==> src/hw/rtl/lstp_mod.sv <==
module lstp_mod (
	input  logic        clk,
	input  logic        arst_n,
	input  logic        start,
	input  logic [63:0] dividend,
	input  logic [32:0] divisor,
	output logic        done,
	output logic [32:0] remainder
);

	logic [63:0] quo_q;
	logic [32:0] rem_q;
	logic [32:0] div_q;
	logic [6:0]  cnt_q;
	logic        busy_q;
	logic [33:0] shifted;
	logic [33:0] diff;

	assign shifted = {rem_q, quo_q[63]};
	assign diff = shifted - {1'b0, div_q};

	always_ff @(posedge clk or negedge arst_n) begin
		if (!arst_n) begin
			busy_q <= 1'b0;
			cnt_q  <= '0;
		end else if (start) begin
			busy_q <= 1'b1;
			cnt_q  <= '0;
		end else if (busy_q) begin
			cnt_q <= cnt_q + 7'd1;
			if (cnt_q == 7'd63) begin
				busy_q <= 1'b0;
			end
		end
	end

	always_ff @(posedge clk) begin
		if (start) begin
			quo_q <= dividend;
			rem_q <= '0;
			div_q <= divisor;
		end else if (busy_q) begin
			quo_q <= {quo_q[62:0], 1'b0};
			if (!diff[33]) begin
				rem_q <= diff[32:0];
			end else begin
				rem_q <= shifted[32:0];
			end
		end
	end

	assign done = busy_q && (cnt_q == 7'd63);
	assign remainder = diff[33] ? shifted[32:0] : diff[32:0];

endmodule

==> config.mk <==
export PLATFORM = sky130hd
export DESIGN_NAME = lstp_mod
export DESIGN_NICKNAME = d
export VERILOG_FILES = /design/src/hw/rtl/lstp_mod.sv
export SDC_FILE = /design/constraint.sdc
export NUM_CORES = 1
export LEC_CHECK = 0
export BUFFER_PORTS_ARGS = -buffer_cell sky130_fd_sc_hd__clkbuf_2
export CAP_MARGIN = 20
export CELL_PAD_IN_SITES_DETAIL_PLACEMENT = 0
export CELL_PAD_IN_SITES_GLOBAL_PLACEMENT = 1
export CORE_MARGIN = 5
export CORE_UTILIZATION = 48
export DETAILED_ROUTE_END_ITERATION = 8
export GPL_TIMING_DRIVEN = 1
export PLACE_DENSITY = 0.9
export SYNTH_ARGS = -nofsm -noshare
export SYNTH_HDL_FRONTEND = slang
export SYNTH_SLANG_ARGS = --single-unit
==> constraint.sdc <==
create_clock -name clk -period 8.3 [get_ports clk]
set_input_delay 0.83 -clock clk [delete_from_list [all_inputs] [get_ports clk]]
set_output_delay 0.83 -clock clk [all_outputs]
set_load 0.05 [all_outputs]
==> results of run 1 <==
## worst max path at each step
stage | start | end | slack [ns]
after floorplan | div_q[14] | remainder[15] | 4.01
after global placement | div_q[10] | remainder[24] | 3.93
after detailed placement | div_q[10] | remainder[24] | 3.86
after CTS | div_q[10] | remainder[24] | 3.40
after global routing | div_q[10] | remainder[17] | 3.06
final | div_q[10] | remainder[24] | 3.41
## power by group through the flow
stage / registers [uW] / logic (uW) / clock network [uW]
after floorplan: 815 / 137 / 0
after global placement: 820 / 188 / 0
after detailed placement: 821 / 191 / 0
after CTS: 808 / 192 / 743
after global routing: 812 / 213 / 776
final: 808 / 191 / 727
## kinds of logic after synthesis
family | synth area share, %
AO/OA/AOI/OAI | 14.6
XOR/XNOR | 3.89
adder cells (fa/ha/maj) | 5.63
buffers and inverters | 4.03
flip-flops | 47.7
multiplexers | 11.2
AND/OR/NAND/NOR | 13.1
## Yosys cell counts (6+ instances only)
cell type  number  area, sq um
nor4_1          6         37.5
and2_1          7         43.8
nor3_1         13         65.1
nand3_1        12         60.1
xnor2_1        13          114
nand2b_1        7         43.8
ha_1           34          425
nand4_1         6         37.5
edfxtp_1       97         2910
xor2_1         19          166
dfxtp_1        33          661
dfrtp_1         8          200
o21a_1         15          113
nand2_1        78          293
nor2_1         61          229
and3_1         12         75.1
clkbuf_1       25         93.8
o21ai_0        29          145
mux2_2         75          845
a311oi_1        6         52.6
a21o_1         11         82.6
inv_1          42          158
a21oi_1        44          220
a311oi_2        7          105
## routing by layer
layer / wire (microns) / track usage [%]
met4: 200 / 5.41
met1: 8020 / 24.6
met5: 0 / 0
met3: 1310 / 6.87
met2: 8630 / 31.0
## cell type report
class	count	share of cell area, %
clock buffer	17	4.57
clock inverter	14	1.45
inverter	42	1.69
multi-input combinational	529	41.2
sequential	138	40.5
tap	220	2.96
timing repair buffer	139	7.66
## metrics by stage
step	worst slack, ns	instances	utilization, %	total power [uW]
after floorplan	4.01	744	-	952
after global placement	3.93	1068	53.4	1010
after detailed placement	3.86	1068	53.4	1010
after CTS	3.40	1099	56.8	1740
after global routing	3.06	1099	56.8	1800
final	3.41	1099	56.8	1730
## worst reg2reg max path: stages, from the launching register on
cell	delay, ns
edfxtp_1	0.32
inv_1	0.04
ha_1	0.35
a21oi_1	0.20
o21ai_0	0.20
a22o_1	0.32
o211a_1	0.23
a211o_4	0.36
xnor2_2	0.35
buf_4	0.33
or4_1	0.56
a311oi_1	0.26
## layout by cell type (no fill, tap or decap), types with 6 or more instances in the layout
cell type	n
nand3_1	12
dfrtp_1	8
mux2_2	75
a311oi_1	6
inv_6	6
xnor2_1	12
nand2b_1	7
clkbuf_16	17
nand2_1	77
xor2_1	19
ha_1	34
nor4_1	6
inv_1	42
and2_1	7
a21o_1	11
o21ai_0	29
nor3_1	13
o21a_1	15
nand4_1	6
clkbuf_2	132
buf_4	7
edfxtp_1	97
dfxtp_1	33
and3_1	12
a21oi_1	44
nor2_1	61
a311oi_2	7
## flip-flops by register name, summed over array words and instances, names as in the netlist
register,cells
cnt_q,7
busy_q,1
div_q,33
quo_q,64
rem_q,33
==> summary.md, run 1 <==
| Metric | Value |
|---|---|
| Cts hold-fix bufs | `0` |
| Clk buf depth | `2` |
| Final Cycle Share | `58.9%` |
| Crit. path cell count | `12` |
| # clock sinks | `138` |
| Seq/Total Area, Yosys | `47.7%` |
| GPL Wtd Cong | `0.895` |
| Number of buffers created by CTS | `17` |
| Register Area | `3770 sq um` |
| Top Family by Delay on Critical Path | `compound AO/OA/AOI/OAI gates` |
| Drt initial violations | `459` |
| Max rail drop VDD | `139 uV` |
| Post-synthesis cell type count | `64` |
| Slowest Stage Delay on Critical Path | `0.55 ns` |
| Worst path bufs/invs | `3` |
| Clk root buf | `clkbuf_16` |
| Combinational Power Share | `11.1%` |
| CP Launch Type | `flip-flop` |
| Global route overflow | `0` |
| P&R area growth vs syn | `17.7%` |
| Async S/R FF share, synth | `5.80%` |
| Die X | `138 microns` |
| Worst Path Required | `7.47 ns` |
| Fmax | `205 MHz` |
| Worst-Margin Slew | `0.947 ns` |
| Internal power | `1300 uW` |
| Multi-input logic area | `3830 sq um` |
| Power Density | `185 nW/um^2` |
| H-tree levels | `4` |
| Sw frac | `24.9%` |
| Drt wl/cell | `16.5 microns` |
| Clk_lat worst skew | `0.42 ns` |
| Initial antenna violation count | `0` |
| Core area | `16400 sq um` |
| Dpl cell area | `8750 sq um` |
| Sequential Power Share | `46.8%` |
| Status | `complete, no violations` |
| Vias per inst | `5.39` |
| Total GRT Usage | `19.2%` |
| Max stage delay cell, worst path | `or4_1` |
| Crit. End Element | `output pin` |
| Worst r2r src | `div_q[10]` |
| CTS tree | `yes` |
| Die Span Y | `138 microns` |
| MaxCap Viol Count | `0` |
| First-pass GRT wire length | `30.1 mm` |
| Fin crit period | `4.89 ns` |
| Pre-Repair DR Iteration Count | `5` |
| Ant diodes | `0` |
| Post-cts resize count | `0` |
| Most used DFF post-synth | `edfxtp_1` |
| Clock power share | `42.1%` |
| Detailed Place HPWL | `12.9 mm` |
| CP max FO | `23` |
| R2R cell count | `11` |
| Slew HR | `36.6%` |
| Post-CTS Repair Setup Buffers | `0` |
| # port buffers | `133` |
| RSZ-0062 raised after global routing | `no` |
| Mean post-synth cell area | `10.6 sq um` |
| Syn Nets | `879` |
| DR vias | `5924` |
| Skew final | `0.00783 ns` |
| Final hold violations | `0` |
| ANT nets after route | `0` |
| Syn Std Cell Area | `7920 sq um` |
| Die ar. | `19200 sq um` |
| Clock slew at reported path FFs | `0.06 ns` |
| Reg2reg setup slack | `4.67 ns` |
| Vias in the first global route | `5865` |
| Final instance area | `9320 sq um` |
| Final Max Slew Viols | `0` |
| Cells after Synth | `744` |
| Crit-path cells | `inv_1, ha_1, a21oi_1, o21ai_0, a22o_1, o211a_1, a211o_4, xnor2_2, buf_4, or4_1, nand2_1, clkbuf_2` |
| Initial Util | `48.3%` |
| HP Class | `input pin to asynchronous set/reset pin` |
| Cell leakage power | `0.00421 uW` |
| DRC viols | `0` |
| Post-Route WL | `18.2 mm` |
| Seq cells post-synth | `138` |
| Row count | `47` |
| Type of the worst setup path | `flip-flop to output pin` |
| Setup TNS | `0 ns` |
| Final Setup Violations | `0` |
| Fillers | `1417` |
| Yosys warns | `0` |
| Pin count of the biggest net entering global routing | `65` |
| Worst hold margin | `0.245 ns` |
| Crit Reg-Reg Endpoint | `rem_q[24]` |
| Share of cells above drive strength 1 | `30.1%` |
| Post-synth EDFFs | `97` |
| Fin nets | `1002` |
| Switch Pwr | `430 uW` |
| IO Pins | `134` |
| WP data arrival | `4.06 ns` |
(Power assumes the default switching activity.)
==> run 2, diff against run 1 <==
CORE_UTILIZATION = 40   (was 48)
PLACE_DENSITY = 0.8   (was 0.9)
clock period = 4 ns   (was 8.3 ns; I/O delays follow)
==> summary.md, run 2 (synthesis results as in run 1) <==
| Metric | Value |
|---|---|
| Status | `complete, no violations` |
| Global route overflow | `0 (unchanged)` |
| Final instance area | `9710 sq um (+4.3%)` |
| Final Cycle Share | `96.6%` |
| Drt wl/cell | `16.4 microns (-0.88%)` |
| Routing usage on met3 | `5.51% (-1.4 points)` |
| Skew final | `0.0115 ns (+0.00364 ns)` |
| Number of buffers created by CTS | `17 (unchanged)` |
| Slew HR | `52.4% (+16 points)` |
| Die ar. | `22700 sq um (+18%)` |
| Number of flip-flops in the largest register | `64 (unchanged)` |
| Dpl cell area | `8940 sq um (+2.1%)` |
| First-pass GRT wire length | `31.2 mm (+3.9%)` |
| Worst Path Required | `3.60 ns (-3.87 ns)` |
| Post-Route WL | `19.1 mm (+5.0%)` |
| Pre-Repair DR Iteration Count | `4 (-1)` |
| Max stage delay cell, worst path | `a211o_4` |
| Fillers | `1783 (+26%)` |
| Multi-input logic area | `3900 sq um (+1.6%)` |
| Total GRT Usage | `17.3% (-1.9 points)` |
| Power Density | `380 nW/um^2 (+110%)` |
| CTS tree | `yes` |
| CP max FO | `7 (-70%)` |
| Met2 GRT Util | `28.1% (-2.9 points)` |
| GRT met1 Usage | `22.7% (-2.0 points)` |
| CP Launch Type | `flip-flop` |
| Die Span Y | `151 microns (+8.9%)` |
| Overall Power | `3690 uW (+110%)` |
| Type of the worst setup path | `flip-flop to output pin` |
| IO Pins | `134 (unchanged)` |
| Vias in the first global route | `6226 (+6.2%)` |
| Die X | `151 microns (+8.9%)` |
| Register Area | `3770 sq um (about the same)` |
| Initial antenna violation count | `0 (unchanged)` |
| Share of cells above drive strength 1 | `32.6% (+2.4 points)` |
| Commonest cells after routing, fill and taps aside | `clkbuf_2 (126), edfxtp_1 (97), nand2_1 (77), mux2_2 (75), nor2_1 (61)` |
| RSZ-0062 raised after global routing | `no` |
| P&R area growth vs syn | `22.7%` |
| HP Class | `input pin to flip-flop` |
| Fin nets | `1021 (+1.9%)` |
| Cell leakage power | `0.00436 uW (+3.6%)` |
| H-tree levels | `4 (unchanged)` |
| Fmax | `259 MHz` |
| DR vias | `6077 (+2.6%)` |
| Crit-path cells | `inv_1, ha_1, and4_1, and3_1, a22o_1, o211a_1, a211o_4, xnor2_4, buf_4, o21ai_0, clkbuf_2` |
| Setup TNS | `0 ns (unchanged)` |
| Final Max Slew Viols | `0 (unchanged)` |
| Clk buf depth | `2 (unchanged)` |
| MaxCap Viol Count | `0 (unchanged)` |
| Drt initial violations | `370 (-19%)` |
| Regs by FF count | `quo_q (64), div_q (33), rem_q (33)` |
| DRC viols | `0 (unchanged)` |
| Worst hold margin | `0.144 ns (-0.101 ns)` |
| Most common cell after layout, fill and taps aside | `clkbuf_2` |
| WP data arrival | `3.46 ns (-0.60 ns)` |
| Worst path bufs/invs | `3 (unchanged)` |
| Initial Util | `40.7% (-7.6 points)` |
| GPL Wtd Cong | `0.869 (-2.9%)` |
| Final hold violations | `0 (unchanged)` |
| Clk root buf | `clkbuf_16` |
| # clock sinks | `138 (unchanged)` |
| Detailed Place HPWL | `13.6 mm (+5.3%)` |
| # port buffers | `133 (unchanged)` |
| Crit. End Element | `output pin` |
| Core area | `19500 sq um (+19%)` |
| Clk_lat worst skew | `0.42 ns (about the same)` |
| Slowest Stage Delay on Critical Path | `0.36 ns (-0.19 ns)` |
| Clock slew at reported path FFs | `0.07 ns (about the same)` |
| Row count | `51 (+8.5%)` |
| Vias per inst | `5.22 (-3.1%)` |
| Max rail drop VDD | `268 uV (+92%)` |
| Final core utilization | `49.9% (-6.9 points)` |
| Most Used Layer, Global Route | `met2` |
| Ant diodes | `0 (unchanged)` |
| Top Family by Delay on Critical Path | `compound AO/OA/AOI/OAI gates` |
| Fin crit period | `3.86 ns` |
| ANT nets after route | `0 (unchanged)` |
| Most flop-heavy register | `quo_q` |
| Pin count of the biggest net entering global routing | `112 (+72%)` |
| Worst-Margin Slew | `0.705 ns (-0.242 ns)` |
| Final Setup Violations | `0 (unchanged)` |
[run 2: changes by cell type in the layout (fill, tap and decap cells not counted), sizes merged]
cell,before,now
buf,7,28
bufinv,1,0
clkbuf,149,145
clkinv,4,10
clkinvlp,2,0
dlygate4sd3,0,1
inv,49,47
xnor2,14,15
[run 2: stage by stage]
stage               worst slack (ns)  instances
floorplan                      0.136        744
global placement               0.213       1125
detailed placement             0.196       1125
CTS                           0.0148       1163
global route                  0.0108       1164
finish                         0.136       1164
[run 2: routing by layer]
layer  vias up  share of wire (%)
li1       3019                  -
met1      2884                 45
met2       157                 47
met3        17                7.0
met4         0                1.1
met5         -                  0
[run 2: final cells by class]
class                   count  area share (%)
flip-flops and latches    138            38.9
multi-input cells         530            40.1
inverters                  42            1.62
clock buffers              17            4.38
well taps                 265            3.41
repair buffers            157            9.57
clock inverters            15            2.02
[run 2: where the power goes]
| part | switching [uW] | internal [uW] |
|---|---|---|
| registers | 32.7 | 1640 |
| logic | 221 | 194 |
| clock network | 754 | 851 |
[run 2: final timing paths]
| kind | from | endpoint | slack, ns | depth (start not counted) |
|---|---|---|---|---|
| max | div_q[10] | remainder[32] | 0.14 | 11 |
| min | divisor[12] | div_q[12] | 0.14 | 1 |
| max reg2reg | div_q[10] | rem_q[24] | 0.91 | 10 |
| min reg2reg | rem_q[20] | rem_q[20] | 0.51 | 2 |
| max in group asynchronous | arst_n | busy_q | 3.44 | 2 |
| min in group asynchronous | arst_n | busy_q | 0.37 | 2 |
[run 2: repair_timing]
action	4_1_cts	5_1_grt
setup endpoints to repair	30	26
buffers inserted	4	1
cloned	1	0
hold buffers	1	0
gates resized for setup	4	16
hold endpoints to repair	8	0
pin swaps	2	3
[run 2: worst register-to-register path, cell delays in order, from the launching register on]
cell      delay (ns)
edfxtp_1        0.33
inv_1           0.04
ha_1            0.35
and4_1          0.26
and3_1          0.18
a22o_1          0.24
o211a_1         0.23
a211o_4         0.36
xnor2_4         0.19
or4_4           0.56
a311oi_1        0.26
==> run 3, diff against run 2 <==
CORE_MARGIN = 4   (was 5)
CORE_UTILIZATION = 45   (was 40)
PLACE_DENSITY = 0.85   (was 0.8)
clock period = 3.7 ns   (was 4 ns; I/O delays follow)
==> summary.md, run 3 (synthesis results as in run 1) <==
| Metric | Value |
|---|---|
| Internal power | `2940 uW (+9.5%)` |
| Clk root buf | `clkbuf_16` |
| Clk buf depth | `2 (unchanged)` |
| Vias per inst | `5.39 (+3.2%)` |
| Status | `complete, no violations` |
| Number of buffers created by CTS | `17 (unchanged)` |
| Pre-Repair DR Iteration Count | `5 (+1)` |
| DRC viols | `0 (unchanged)` |
| Worst Path Required | `3.33 ns (-0.27 ns)` |
| Slew HR | `46.9% (-5.4 points)` |
| Worst r2r src | `div_q[10]` |
| Die Span Y | `141 microns (-6.7%)` |
| Crit Reg-Reg Endpoint | `rem_q[7]` |
| GRT met1 Usage | `25.6% (+3.0 points)` |
| Final hold violations | `0 (unchanged)` |
| Max rail drop VDD | `400 uV (+49%)` |
| Worst hold margin | `0.105 ns (-0.0390 ns)` |
| Power Density | `397 nW/um^2 (+4.4%)` |
| Hold Crit Start | `divisor[5]` |
| Commonest cells after routing, fill and taps aside | `clkbuf_2 (100), edfxtp_1 (97), nand2_1 (76), mux2_2 (64), nor2_1 (61)` |
| Skew final | `0.0105 ns (-0.000990 ns)` |
| First-pass GRT wire length | `31.6 mm (+1.3%)` |
| CTS tree | `yes` |
| WHS Path Cells | `1 (unchanged)` |
| Final Cycle Share | `98.9%` |
| # port buffers | `133 (unchanged)` |
| Total GRT Usage | `20.0% (+2.7 points)` |
| Cell leakage power | `0.00453 uW (+3.9%)` |
| Switch Pwr | `1120 uW (+11%)` |
| Global route overflow | `0 (unchanged)` |
| Ant diodes | `0 (unchanged)` |
| DR vias | `6179 (+1.7%)` |
| P&R area growth vs syn | `29.2%` |
| HP Class | `input pin to flip-flop` |
| H-tree levels | `4 (unchanged)` |
| # clock sinks | `138 (unchanged)` |
| Dpl cells | `1102 (-2.0%)` |
| Setup WS pre-CTS | `0.0280 ns (-0.168 ns)` |
| Type of the worst setup path | `flip-flop to output pin` |
| Share of cells above drive strength 1 | `37.3% (+4.7 points)` |
| Routing usage on met3 | `5.94% (+0.43 points)` |
| CP max FO | `5 (-2)` |
| IO Pins | `134 (unchanged)` |
| Final WS setup | `0.0411 ns (-0.0954 ns)` |
| Reg2reg setup slack | `0.72 ns (-0.19 ns)` |
| Clock slew at reported path FFs | `0.07 ns (about the same)` |
| Hold endpoint | `div_q[5]` |
| Dpl cell area | `9040 sq um (+1.0%)` |
| Drt initial violations | `482 (+30%)` |
| Combinational Power Share | `12.4% (+1.1 points)` |
| Fin crit period | `3.66 ns` |
| Fin nets | `1044 (+2.3%)` |
| Worst-Margin Slew | `0.796 ns (+0.0908 ns)` |
| Core area | `17300 sq um (-11%)` |
| RSZ-0062 raised after global routing | `yes` |
| Drt wl/cell | `17.2 microns (+5.0%)` |
| Final instance area | `10200 sq um (+5.3%)` |
| Initial Util | `45.8% (+5.1 points)` |
| Initial antenna violation count | `0 (unchanged)` |
| Clk_lat worst skew | `0.43 ns (about the same)` |
| Number of flip-flops in the largest register | `64 (unchanged)` |
| Fillers | `1523 (-15%)` |
| Crit. End Element | `output pin` |
| Final Setup Violations | `0 (unchanged)` |
| Most flop-heavy register | `quo_q` |
| Die X | `141 microns (-6.7%)` |
| Pin count of the biggest net entering global routing | `132 (+18%)` |
| Overall Power | `4060 uW (+10%)` |
| Final Max Slew Viols | `0 (unchanged)` |
| Post-Route WL | `19.7 mm (+3.4%)` |
| Regs by FF count | `quo_q (64), div_q (33), rem_q (33)` |
| MaxCap Viol Count | `0 (unchanged)` |
| Sw frac | `27.6% (+0.35 points)` |
| Clock power share | `43.0% (-0.4 points)` |
| Most common cell after layout, fill and taps aside | `clkbuf_2` |
| Die ar. | `19800 sq um (-13%)` |
| Fmax | `273 MHz` |
| GPL Wtd Cong | `0.837 (-3.7%)` |
| R2R cell count | `12 (+2)` |
| Met2 GRT Util | `33.0% (+4.9 points)` |
| WP data arrival | `3.29 ns (-0.17 ns)` |
| Row count | `48 (-5.9%)` |
| Most Used Layer, Global Route | `met2` |
| Detailed Place HPWL | `13.5 mm (-0.82%)` |
| ANT nets after route | `0 (unchanged)` |
| CP Launch Type | `flip-flop` |
| Sequential Power Share | `44.6% (-0.7 points)` |
| Non-Filler Instances | `1147 (-1.5%)` |
| Vias in the first global route | `6238 (+0.19%)` |
-- run 3: cell types whose count changed in the layout (fill, tap and decap cells not counted), sizes merged --
cell    previous run  this run
buf               28        69
inv               47        49
clkbuf           145       127
clkinv            10         8
-- run 3: area by class of cell --
class / count / area [sq um] / area share [%]
well taps: 225 / 282 / 2.75
clock buffers: 17 / 425 / 4.16
clock inverters: 15 / 194 / 1.90
multi-input cells: 530 / 4120 / 40.3
repair buffers: 180 / 1280 / 12.5
flip-flops and latches: 138 / 3770 / 36.9
inverters: 42 / 158 / 1.54
-- run 3: routing by layer --
layer	up-vias	share of wire, %
li1	3067	-
met1	2938	44
met2	153	48
met3	21	5.9
met4	0	1.4
met5	-	0
-- run 3: how the worst max path moves through the flow --
stage / startpoint / to / cells past startpoint
floorplan: div_q[14] / remainder[15] / 12
global placement: div_q[11] / remainder[9] / 10
detailed placement: div_q[11] / remainder[9] / 10
CTS: div_q[18] / remainder[24] / 12
global route: div_q[12] / remainder[3] / 12
finish: div_q[10] / remainder[7] / 12
-- run 3: worst max-delay path, stage by stage (launching register included) --
cell and delay [ns]:
edfxtp_1 0.38, inv_2 0.08, ha_4 0.20, and4_1 0.21
and3_1 0.18, a22o_1 0.23, o211a_1 0.22, a211o_4 0.28
buf_6 0.13, xnor2_4 0.24, clkbuf_16 0.22, mux2_4 0.32
buf_8 0.15
-- run 3: per-stage QoR --
stage	TNS, ns	utilization [%]
after floorplan	-0.921	-
after global placement	0	52.2
after detailed placement	0	52.2
after CTS	-0.412	57.1
after global routing	-0.296	59.2
final	0	59.2
-- run 3: power groups by stage --
| stage | combinational, uW | sequential (uW) | clock (uW) |
|---|---|---|---|
| 6_report | 503 | 1810 | 1750 |
| 5_1_grt | 555 | 1820 | 1850 |
| 4_1_cts | 475 | 1810 | 1780 |
| 3_5_place_dp | 461 | 1840 | 0 |
| 3_3_place_gp | 453 | 1840 | 0 |
| 2_1_floorplan | 308 | 1830 | 0 |
-- run 3: repair_timing --
action	CTS	global route
hold endpoints to repair	8	0
resized for setup	26	121
cloned	2	1
endpoints found under the setup margin	32	32
pin swaps	4	9
hold buffers	1	0
setup buffers	6	3
